===== config.mk =====
export PLATFORM = sky130hd
export DESIGN_NAME = entity_signature_table_flat
export DESIGN_NICKNAME = d
export VERILOG_FILES = /design/src/hdl/est_pkg.sv /design/src/hdl/est_req_if.sv /design/src/hdl/est_res_if.sv /design/src/hdl/entity_signature_table.sv /design/src/flat_wrapper.sv
export SDC_FILE = /design/constraint.sdc
export NUM_CORES = 2
export LEC_CHECK = 0
export BUFFER_PORTS_ARGS = -buffer_cell sky130_fd_sc_hd__buf_4
export CAP_MARGIN = 20
export CORE_ASPECT_RATIO = 1.4
export CORE_MARGIN = 5
export CORE_UTILIZATION = 37
export CTS_CLUSTER_SIZE = 40
export DETAILED_ROUTE_END_ITERATION = 7
export PLACE_DENSITY = 0.51
export SKIP_LAST_GASP = 1
export SLEW_MARGIN = 40
export SYNTH_ARGS = -nofsm -noshare
export SYNTH_HDL_FRONTEND = slang
export SYNTH_SLANG_ARGS = --single-unit

===== constraint.sdc =====
create_clock -name clk -period 4.2 [get_ports clk]
set_clock_uncertainty 0.05 [all_clocks]
set_input_delay 0.63 -clock clk [delete_from_list [all_inputs] [get_ports clk]]
set_output_delay 0.63 -clock clk [all_outputs]
set_load 0.03 [all_outputs]

===== src/hdl/est_pkg.sv =====
// Shared constants, field widths and item kind codes for the entity signature table.
package est_pkg;

    localparam int ENTITY_COUNT_DEF   = 32;
    localparam int COMPONENT_BITS_DEF = 32;
    localparam int MAX_RESULTS        = 32;

    localparam int KIND_W  = 2;
    localparam int INDEX_W = 5;
    localparam int MASK_W  = 32;

    typedef logic [KIND_W-1:0] kind_t;

    localparam kind_t KIND_FIND_FREE = 2'd0;
    localparam kind_t KIND_ADD       = 2'd1;
    localparam kind_t KIND_REMOVE    = 2'd2;
    localparam kind_t KIND_QUERY     = 2'd3;

endpackage


===== src/hdl/est_req_if.sv =====
// Request channel interface: item kind, entity index and component mask.
interface est_req_if;
    logic                          valid;
    logic                          ready;
    est_pkg::kind_t                kind;
    logic [est_pkg::INDEX_W-1:0]   entity_index;
    logic [est_pkg::MASK_W-1:0]    component_mask;

    modport source (output valid, output kind, output entity_index, output component_mask,
                    input ready);
    modport sink   (input valid, input kind, input entity_index, input component_mask,
                    output ready);
endinterface


===== src/hdl/est_res_if.sv =====
// Result channel interface: result index with found and last flags.
interface est_res_if;
    logic                          valid;
    logic                          ready;
    logic [est_pkg::INDEX_W-1:0]   result_index;
    logic                          found;
    logic                          last;

    modport source (output valid, output result_index, output found, output last,
                    input ready);
    modport sink   (input valid, input result_index, input found, input last,
                    output ready);
endinterface


===== src/hdl/entity_signature_table.sv =====
// Entity signature table: per-entity component masks with find, add, remove and query.
// The table holds ENTITY_COUNT masks in a single-port-read memory with per-entry valid
// bits, so reset empties it at once and no clearing pass is needed. One item is taken
// at a time; req.ready is high only between items. A find-free or query walks the
// memory one entry per cycle, unless stalled, through its registered read port; a
// query stops early at MAX_RESULTS matches and ends with a final result. Add and
// remove read, modify and write one entry; an out-of-range index answers without a
// memory read. A result waiting in the output register does not block the next item,
// but the scan holds while the output register is full and not taken.
module entity_signature_table #(
    parameter int ENTITY_COUNT   = est_pkg::ENTITY_COUNT_DEF,
    parameter int COMPONENT_BITS = est_pkg::COMPONENT_BITS_DEF
) (
    input  logic      clk,
    input  logic      rst_n,
    est_req_if.sink   req,
    est_res_if.source res
);

    localparam int IW = $clog2(ENTITY_COUNT);
    localparam int CW = $clog2(est_pkg::MAX_RESULTS + 1);
    localparam int XW = IW + est_pkg::INDEX_W;
    localparam int MW = COMPONENT_BITS + est_pkg::MASK_W;

    localparam logic [1:0] ST_IDLE  = 2'd0;
    localparam logic [1:0] ST_SCAN  = 2'd1;
    localparam logic [1:0] ST_FLUSH = 2'd2;

    logic [1:0]                   state_reg, state_next;
    logic [IW:0]                  issue_reg, issue_next;
    logic [IW-1:0]                eval_reg, eval_next;
    logic                         dv_reg, dv_next;
    logic [est_pkg::INDEX_W-1:0]  pend_reg, pend_next;
    logic                         pend_vld_reg, pend_vld_next;
    logic [CW-1:0]                cnt_reg, cnt_next;

    est_pkg::kind_t               kind_reg;
    logic [est_pkg::INDEX_W-1:0]  idx_reg;
    logic [IW-1:0]                idx_addr_reg;
    logic                         in_range_reg;
    logic [COMPONENT_BITS-1:0]    mask_reg;

    logic [COMPONENT_BITS-1:0]    mask_mem_reg [ENTITY_COUNT];
    logic [ENTITY_COUNT-1:0]      vld_reg;
    logic [COMPONENT_BITS-1:0]    rd_data_reg;
    logic                         rd_vld_reg;

    logic                         out_valid_reg;
    logic [est_pkg::INDEX_W-1:0]  out_index_reg;
    logic                         out_found_reg;
    logic                         out_last_reg;

    logic                         accept;
    logic [XW-1:0]                req_idx_wide;
    logic [MW-1:0]                req_mask_wide;
    logic [XW-1:0]                eval_wide;
    logic [est_pkg::INDEX_W-1:0]  eval_idx5;
    logic [COMPONENT_BITS-1:0]    entry;
    logic                         is_free;
    logic                         is_match;
    logic                         eval_last;
    logic                         out_free;
    logic                         issue_ok;
    logic                         stall;
    logic                         emit;
    logic [est_pkg::INDEX_W-1:0]  emit_index;
    logic                         emit_found;
    logic                         emit_last;
    logic                         rd_en;
    logic [IW-1:0]                rd_addr;
    logic                         wr_en;
    logic [COMPONENT_BITS-1:0]    wr_data;

    assign accept        = req.valid && req.ready;
    assign req_idx_wide  = XW'(req.entity_index);
    assign req_mask_wide = {{COMPONENT_BITS{1'b0}}, req.component_mask};
    assign eval_wide     = XW'(eval_reg);
    assign eval_idx5     = eval_wide[est_pkg::INDEX_W-1:0];
    assign entry         = rd_vld_reg ? rd_data_reg : '0;
    assign is_free       = (entry == '0);
    assign is_match      = ((entry & mask_reg) == mask_reg);
    assign eval_last     = (eval_reg == IW'(ENTITY_COUNT - 1));
    assign out_free      = !out_valid_reg || res.ready;
    assign wr_data       = (kind_reg == est_pkg::KIND_ADD) ? (entry | mask_reg)
                                                           : (entry & ~mask_reg);

    always_comb
    begin
        state_next    = state_reg;
        issue_next    = issue_reg;
        eval_next     = eval_reg;
        dv_next       = dv_reg;
        pend_next     = pend_reg;
        pend_vld_next = pend_vld_reg;
        cnt_next      = cnt_reg;
        stall         = 1'b0;
        emit          = 1'b0;
        emit_index    = '0;
        emit_found    = 1'b0;
        emit_last     = 1'b0;
        wr_en         = 1'b0;
        rd_en         = 1'b0;
        issue_ok      = 1'b0;
        rd_addr       = issue_reg[IW-1:0];

        case (state_reg)
            ST_IDLE:
            begin
                if (accept)
                begin
                    state_next    = ST_SCAN;
                    issue_next    = '0;
                    dv_next       = 1'b0;
                    pend_vld_next = 1'b0;
                    cnt_next      = '0;
                end
            end
            ST_SCAN:
            begin
                case (kind_reg)
                    est_pkg::KIND_FIND_FREE:
                    begin
                        issue_ok = (issue_reg < (IW+1)'(ENTITY_COUNT));
                        if (dv_reg && (is_free || eval_last))
                        begin
                            emit       = 1'b1;
                            emit_index = is_free ? eval_idx5 : '0;
                            emit_found = is_free;
                            emit_last  = 1'b1;
                            if (out_free)
                                state_next = ST_IDLE;
                            else
                                stall = 1'b1;
                        end
                    end
                    est_pkg::KIND_ADD, est_pkg::KIND_REMOVE:
                    begin
                        rd_addr  = idx_addr_reg;
                        issue_ok = in_range_reg && (issue_reg == '0);
                        if (!in_range_reg || dv_reg)
                        begin
                            emit       = 1'b1;
                            emit_index = idx_reg;
                            emit_found = in_range_reg;
                            emit_last  = 1'b1;
                            if (out_free)
                            begin
                                wr_en      = in_range_reg;
                                state_next = ST_IDLE;
                            end
                            else
                            begin
                                stall = 1'b1;
                            end
                        end
                    end
                    est_pkg::KIND_QUERY:
                    begin
                        issue_ok = (issue_reg < (IW+1)'(ENTITY_COUNT));
                        if (dv_reg)
                        begin
                            if (is_match && pend_vld_reg)
                            begin
                                emit       = 1'b1;
                                emit_index = pend_reg;
                                emit_found = 1'b1;
                                emit_last  = 1'b0;
                                stall      = !out_free;
                            end
                            if (!stall)
                            begin
                                if (is_match)
                                begin
                                    pend_next     = eval_idx5;
                                    pend_vld_next = 1'b1;
                                    cnt_next      = cnt_reg + 1'b1;
                                    if (cnt_reg == CW'(est_pkg::MAX_RESULTS - 1) || eval_last)
                                        state_next = ST_FLUSH;
                                end
                                else if (eval_last)
                                begin
                                    state_next = ST_FLUSH;
                                end
                            end
                        end
                    end
                    default:
                    begin
                        state_next = ST_IDLE;
                    end
                endcase

                if (!stall)
                begin
                    if (issue_ok && state_next == ST_SCAN)
                    begin
                        rd_en      = 1'b1;
                        issue_next = issue_reg + 1'b1;
                        eval_next  = rd_addr;
                        dv_next    = 1'b1;
                    end
                    else
                    begin
                        dv_next = 1'b0;
                    end
                end
            end
            ST_FLUSH:
            begin
                emit       = 1'b1;
                emit_index = pend_vld_reg ? pend_reg : '0;
                emit_found = pend_vld_reg;
                emit_last  = 1'b1;
                if (out_free)
                    state_next = ST_IDLE;
            end
            default:
            begin
                state_next = ST_IDLE;
            end
        endcase
    end

    // control state
    always_ff @(posedge clk or negedge rst_n)
    begin
        if (!rst_n)
        begin
            state_reg     <= ST_IDLE;
            issue_reg     <= '0;
            eval_reg      <= '0;
            dv_reg        <= 1'b0;
            pend_vld_reg  <= 1'b0;
            cnt_reg       <= '0;
            vld_reg       <= '0;
            rd_vld_reg    <= 1'b0;
            out_valid_reg <= 1'b0;
        end
        else
        begin
            state_reg    <= state_next;
            issue_reg    <= issue_next;
            eval_reg     <= eval_next;
            dv_reg       <= dv_next;
            pend_vld_reg <= pend_vld_next;
            cnt_reg      <= cnt_next;
            if (wr_en)
                vld_reg[idx_addr_reg] <= 1'b1;
            if (rd_en)
                rd_vld_reg <= vld_reg[rd_addr];
            if (emit && out_free)
                out_valid_reg <= 1'b1;
            else if (res.ready)
                out_valid_reg <= 1'b0;
        end
    end

    // item payload, pending match and output result fields
    always_ff @(posedge clk)
    begin
        pend_reg <= pend_next;
        if (accept)
        begin
            kind_reg     <= req.kind;
            idx_reg      <= req.entity_index;
            idx_addr_reg <= req_idx_wide[IW-1:0];
            in_range_reg <= (req_idx_wide < XW'(ENTITY_COUNT));
            mask_reg     <= req_mask_wide[COMPONENT_BITS-1:0];
        end
        if (emit && out_free)
        begin
            out_index_reg <= emit_index;
            out_found_reg <= emit_found;
            out_last_reg  <= emit_last;
        end
    end

    // mask memory
    always_ff @(posedge clk)
    begin
        if (wr_en)
            mask_mem_reg[idx_addr_reg] <= wr_data;
        if (rd_en)
            rd_data_reg <= mask_mem_reg[rd_addr];
    end

    assign req.ready        = (state_reg == ST_IDLE);
    assign res.valid        = out_valid_reg;
    assign res.result_index = out_index_reg;
    assign res.found        = out_found_reg;
    assign res.last         = out_last_reg;

`ifndef SYNTHESIS
    a_busy_after_accept: assert property (@(posedge clk) disable iff (!rst_n)
        accept |=> !req.ready)
        else $error("request accepted while a previous item is in flight");

    a_not_last_found: assert property (@(posedge clk) disable iff (!rst_n)
        (res.valid && !res.last) |-> res.found)
        else $error("non-final result without a valid index");

    a_flush_query: assert property (@(posedge clk) disable iff (!rst_n)
        (state_reg == ST_FLUSH) |-> (kind_reg == est_pkg::KIND_QUERY))
        else $error("flush entered outside a query");

    a_write_loads: assert property (@(posedge clk) disable iff (!rst_n)
        wr_en |=> (out_valid_reg && out_last_reg && out_found_reg))
        else $error("table write without its result");
`endif

endmodule


===== src/flat_wrapper.sv =====
// flat-port wrapper written by rule: the top's interface ports become plain ports
module entity_signature_table_flat 
#(
    parameter int ENTITY_COUNT   = est_pkg::ENTITY_COUNT_DEF,
    parameter int COMPONENT_BITS = est_pkg::COMPONENT_BITS_DEF
)
  (clk, rst_n, req_valid, req_kind, req_entity_index, req_component_mask, req_ready, res_valid, res_result_index, res_found, res_last, res_ready);
  est_req_if req_i ();
  est_res_if res_i ();
  input  logic clk;
  input  logic rst_n;
  input wire logic [$bits(req_i.valid)-1:0] req_valid;
  input wire logic [$bits(req_i.kind)-1:0] req_kind;
  input wire logic [$bits(req_i.entity_index)-1:0] req_entity_index;
  input wire logic [$bits(req_i.component_mask)-1:0] req_component_mask;
  output wire logic [$bits(req_i.ready)-1:0] req_ready;
  output wire logic [$bits(res_i.valid)-1:0] res_valid;
  output wire logic [$bits(res_i.result_index)-1:0] res_result_index;
  output wire logic [$bits(res_i.found)-1:0] res_found;
  output wire logic [$bits(res_i.last)-1:0] res_last;
  input wire logic [$bits(res_i.ready)-1:0] res_ready;
  assign req_i.valid = req_valid;
  assign req_i.kind = req_kind;
  assign req_i.entity_index = req_entity_index;
  assign req_i.component_mask = req_component_mask;
  assign req_ready = req_i.ready;
  assign res_valid = res_i.valid;
  assign res_result_index = res_i.result_index;
  assign res_found = res_i.found;
  assign res_last = res_i.last;
  assign res_i.ready = res_ready;
  entity_signature_table #(.ENTITY_COUNT(ENTITY_COUNT), .COMPONENT_BITS(COMPONENT_BITS)) u_core (.clk(clk), .rst_n(rst_n), .req(req_i), .res(res_i));
endmodule

* Yosys cells after proc, flatten, opt, wreduce, memory -nomap -nowiden
Memories as Yosys holds them, arrays and structs flattened. A register that Yosys moved wholly into a read port is not among the register bits. Cells that the tools add are included.
Word-level totals: bits in registers 107, latch bits 0, bits in writable memories 1024, memories kept 1, memory bits (read-only) 0, input bits 43, output and inout port bits 9
Memory list:
- u_core.mask_mem_reg | words 32, width 32, rd ports 1, clocked after memory_dff 1, wr ports 1, line entity_signature_table.sv:43 | logic [COMPONENT_BITS-1:0] mask_mem_reg [ENTITY_COUNT];
Operators by class: divide/modulo/power cells 0, mux-type cells 80, shifts and indexed selects 0, $add $sub $neg 2, multipliers 0, bitwise logic cells 7, magnitude comparators 5, equality and inequality tests 16, reductions and logical operators 27
Operator list (number):
- $and 32x32->32 | 2
- $mux 32 | 2
- $or 32x32->32 | 2
- $mux 6 | 7
- $mux 5 | 8
- $mux 1 | 35
- $eq 32x32->1 | 1
- $logic_not 32->1 | 1
- $not 32->32 | 1
- $pmux 6 s2 | 2
- $mux 2 | 10
- $lt 5x6->1 const B | 3
- $pmux 5 s3 | 1
- $add 6x1->6 const B | 2
- $pmux 1 s2 | 6
- $pmux 1 s3 | 4
- $pmux 2 s3 | 2
- $pmux 5 s2 | 1
- $ne 2x2->1 const B | 4
- $logic_and 1x1->1 | 7
- $eq 2x1->1 const B | 3
- $eq 2x2->1 const B | 3
- $eq 6x5->1 const B | 1
- $logic_not 6->1 | 1
- other kinds (16) | 28

* Longest topological paths before layout
depth in word-level cells 17, gate-level depth with buffers 13

* Worst setup path after synthesis
No wires, ideal clock.
kind register -> register, from reg u_core.state_reg[1], to mem u_core.mask_mem_reg[27][0] (netlist bit), enable pin, required time 3728 ps, arrival time 2785 ps, setup slack 943 ps, stages on the path, launching flop included 8, cell sequence dfrtp_1 inv_1 ha_1 buf_4 nand2_8 nor3_1 nand3_1 nor2_1
On the way: cells in the longest elaborated chain, start to end 4
Ends and longest elaborated chain:
- start: declaration | line entity_signature_table.sv:29 | logic [1:0] state_reg, state_next;
- start signal: assignment | line entity_signature_table.sv:241 | state_reg <= state_next;
- $eq 2x1->1 | line entity_signature_table.sv:106 | case (state_reg)
- $mux 1 | line entity_signature_table.sv:106
- $mux 1 | line entity_signature_table.sv:281 | if (wr_en)
- $mux 1 (not written as such) | line entity_signature_table.sv:282 | mask_mem_reg[idx_addr_reg] <= wr_data;
- end: declaration | line entity_signature_table.sv:43
No other way between the ends.

* Worst setup path in the final report
from reg u_core.mask_reg[31], to reg u_core.rd_data_reg[24], read port of u_core.mask_mem_reg, enable pin
On the way: cells in the longest elaborated chain, start to end 16
Ends and longest elaborated chain:
- start: declaration | line entity_signature_table.sv:41 | logic [COMPONENT_BITS-1:0] mask_reg;
- start signal: assignment | line entity_signature_table.sv:268 | mask_reg <= req_mask_wide[COMPONENT_BITS-1:0];
- $and 32x32->32 | line entity_signature_table.sv:81 | assign is_match = ((entry & mask_reg) == mask_reg);
- $eq 32x32->1 * | line entity_signature_table.sv:81
- $logic_and 1x1->1 | line entity_signature_table.sv:162 | if (is_match && pend_vld_reg)
- $mux 1 | line entity_signature_table.sv:162
- $mux 1 | line entity_signature_table.sv:160 | if (dv_reg)
- $mux 1 | line entity_signature_table.sv:120 | case (kind_reg)
- $mux 1 | line entity_signature_table.sv:106
- $mux 2 | line entity_signature_table.sv:170 | if (!stall)
- $mux 2 | line entity_signature_table.sv:160
- $pmux 2 s3 | line entity_signature_table.sv:120
- $mux 2 | line entity_signature_table.sv:106
- $eq 2x1->1 | line entity_signature_table.sv:195 | if (issue_ok && state_next == ST_SCAN)
- $logic_and 1x1->1 | line entity_signature_table.sv:195
- $mux 1 | line entity_signature_table.sv:195
- $mux 1 * | line entity_signature_table.sv:193 | if (!stall)
- $mux 1 * | line entity_signature_table.sv:106
- named net u_core.rd_en | line entity_signature_table.sv:69 | logic rd_en;
- end: declaration | line entity_signature_table.sv:45 | logic [COMPONENT_BITS-1:0] rd_data_reg;
Mark *: on every way through the listed nets, which the timed path passes. The rest lies on a longest branch. The select of a mux whose other input is x is not followed. A chain may end at the register's enable or synchronous reset.

==> results.md <==
* Number of non-filler instances in the completed layout at 4409
* Most common library cell in the layout ignoring fill and taps: edfxtp_1
* Core footprint at 124000 sq um
* Peak VDD IR at about 0.5 mV
* Synthesized flop and latch total at around 1200
* Maximum root-to-sink buffer count at 3
* Die Span X at 308 um
* NumNets Final at 2743
* Initial Util at 0.371
* Synthesized Nets at 2542
* Routed WL at 130000 um
* Rel. slew slack at 0.436
* Number of enable flip-flop cells after synthesis at 1107
* DP HPWL at 75300 um
* DRC Markers at 0
* Crit path time final at 3.62 ns
* Post-synth ARST share at 0.0473
* Vias per cell at 5.50
* Number of flip-flops in the largest register at 1024
* Crit path max-delay family: simple AND/OR/NAND/NOR gates
* CP Cell Sequence: nor4_1 -> nand4_1 -> nor2_2 -> o211ai_4 -> o31ai_2 -> o211a_1 -> nand3_4 -> inv_2 -> buf_12
* Antenna diodes at 0
* H-tree depth at 3
* Number of buffers created by CTS at 109
* CP startpoint kind: flop
* RSZ-0062 raised after global routing: false
* Crit Path Class: flop to flop
* Pin count of the biggest net entering global routing at 60
* Final period util at 0.862
* R2R setup slack at 0.58 ns
* Port buffer count at 51
* GR Util All Layers at 0.196
* Drt wl/cell at 29.4 um
* Status: completed
* Total negative slack at 0 ns
* WP data arrival at 3.94 ns
* Critical path endpoint: u_core.rd_data_reg[24]
* Crit path buf inv count at 2
* Placed cell area at 50000 sq um
* Hold WC Path Type: primary input to flop
* DRT Pass-1 Iters at 5
* Leading register cell type out of synthesis: edfxtp_1
* Sink Count at approximately 1200
* Chip height at 427 um
* Hold Worst Slack at 0.0478 ns
* Reg2reg end: u_core.rd_data_reg[24]
* Fillers at between 10000 and 15000
* Lkg Pwr at 18.2 nW
* Worst R2R Path Depth at 9
* YS warnings at 0
* CP max stage delay at 0.60 ns
* Reg clk slew, reported paths at ~0.070 ns
* Top Ports at 52
* Placed cell count at 4178
* Post-Syn Area per Cell at 18.4 sq um
* Sequential area share after synthesis at 0.754
* Reg-to-Reg Start: u_core.mask_reg[31]
* Die area at 131000 sq um
* P&R area growth vs syn at 17.2%
* Global-route wire length before repair at 186000 um
* Switching Fraction at 0.318
* Antenna Nets Post-Route at 0
* Critical path origin: u_core.mask_reg[31]
* Clk network pwr share at 0.283
* Max Cap Viol at 0
* Worst Setup End Kind: flop
* Gr ovfl total at 0
* # setup viols final at 0
* CTS tree: built
* Synthesized area at roughly 46000 sq um
* Slowest cell on the critical path: edfxtp_1
* Mapped Cells at 2489
* Stages on worst setup path at 9
* Cell Pwr Density at about 650 nW/um^2
* Root buf cell: clkbuf_16
* Register share of total power at 0.410
* P_sw at 11.0 mW
* Most frequent cells in the layout: 1107 x edfxtp_1, 388 x nand2_1, 264 x mux4_2
* Fin. Hold Viols at 0
* Max Clock Freq at between 0.2 and 0.3 GHz
* Critical Path RT at 4.52 ns
* Site Rows at 153
* Slew @ Worst Pin at 0.842 ns
* Layout cell share with drive strength beyond 1 at 0.267
* Slew Limit Fails at 0
* GP Congestion at 0.798
* Initial antenna violation count at 3
* Later-pin clock latency in the skew report at 0.72 ns
* Netlist cell types at 73
* Pint at 23.7 mW
* Critical path fanouts, max at 32
* Gate power share at 0.306
* Finished layout cell area at 53800 sq um
* Drt first-iter violations at 1992
* Routed via count at 24200
* Vias in the first global route at 25400
[cells by family (layout without fill, tap and decap cells)]
| kind of cell | after synthesis | in the layout | synth area share |
|---|---|---|---|
| buffers and inverters | 174 | 467 | 0.0170 |
| AOI/OAI and AO/OA | 150 | 150 | 0.0217 |
| muxes | 285 | 285 | 0.134 |
| xor gates and xnor gates | 2 | 2 | 0.000382 |
| adders and majority gates | 10 | 10 | 0.00273 |
| DFF | 1162 | 1162 | 0.754 |
| and+or+nand+nor | 706 | 706 | 0.0697 |
[how the worst min path moves through the flow]
stage                            from             endpoint  slack [ns]  cells past startpoint
2_1_floorplan                   rst_n    u_core.cnt_reg[0]        0.28                      0
3_3_place_gp      u_core.eval_idx5[2]   u_core.pend_reg[2]        0.38                      0
3_5_place_dp      u_core.eval_idx5[2]   u_core.pend_reg[2]        0.38                      0
4_1_cts        req_component_mask[23]  u_core.mask_reg[23]    0.000009                      1
5_1_grt        req_component_mask[23]  u_core.mask_reg[23]        0.03                      1
6_report        req_component_mask[1]   u_core.mask_reg[1]        0.05                      1
[power by group through the flow]
stage / registers [mW] / clock network, mW / logic [mW]
global placement: 14.5 / 0 / 10.6
finish: 14.2 / 9.84 / 10.6
global route: 14.3 / 10.5 / 11.5
floorplan: 14.2 / 0 / 7.10
CTS: 14.2 / 10.1 / 10.8
detailed placement: 14.5 / 0 / 10.8
[routing by layer]
metal	track usage	wire, um
met3	0.0179	4850
met4	0.0700	4350
met2	0.360	69900
met1	0.243	50400
met5	0	0
[metrics by stage]
| step | utilization | total power, mW | worst slack, ns |
|---|---|---|---|
| 6_report | 0.434 | 34.7 | 0.580 |
| 5_1_grt | 0.434 | 36.3 | 0.362 |
| 4_1_cts | 0.434 | 35.1 | 0.528 |
| 3_5_place_dp | 0.403 | 25.2 | 0.544 |
| 3_3_place_gp | 0.403 | 25.1 | 0.550 |
| 2_1_floorplan | - | 21.3 | 0.943 |
[cell usage after synthesis (all sizes together) (2+ instances only)]
library cell / count / share of area
a221oi: 4 / 0.00076
buf: 66 / 0.0082
a31o: 3 / 0.00057
and3: 4 / 0.00054
clkbuf: 63 / 0.0052
a22o: 2 / 0.00038
nand2b: 11 / 0.0015
a211oi: 3 / 0.00049
mux2i: 16 / 0.0035
o31a: 2 / 0.00038
and2: 4 / 0.00055
a21oi: 6 / 0.00065
a211o: 4 / 0.00076
a2bb2oi: 2 / 0.00038
o21a: 4 / 0.00065
o31ai: 4 / 0.00087
nand3: 173 / 0.019
edfxtp: 1107 / 0.72
nand2: 389 / 0.032
o211ai: 3 / 0.00079
nand4: 8 / 0.0011
nor2: 40 / 0.0033
o22ai: 11 / 0.0015
o21ai: 78 / 0.0085
inv: 44 / 0.0036
nor3: 8 / 0.0011
o2111ai: 4 / 0.00076
mux4: 264 / 0.13
o211a: 2 / 0.00044
dfrtp: 55 / 0.030
nor2b: 7 / 0.00095
a31oi: 3 / 0.00041
a21boi: 5 / 0.00082
mux2: 5 / 0.0014
ha: 10 / 0.0027
nor4: 19 / 0.0031
or2: 35 / 0.0048
nor3b: 2 / 0.00033
xor2: 2 / 0.00038
[cell type report]
cell class                 instances  area, sq um  share of cell area
inverter                          45          171             0.00319
sequential                      1162        34600               0.644
timing repair buffer             219         2470              0.0459
tap                             1627         2040              0.0378
multi-input combinational       1153        11000               0.204
clock inverter                    74          674              0.0125
clock buffer                     129         2840              0.0529
[timing repair]
action | in CTS | in global routing
hold buffers | 25 | 0
endpoints found under the hold margin | 79 | 0
buffers inserted | 0 | 0
resized for setup | 0 | 0
(Power assumes the default switching activity.)
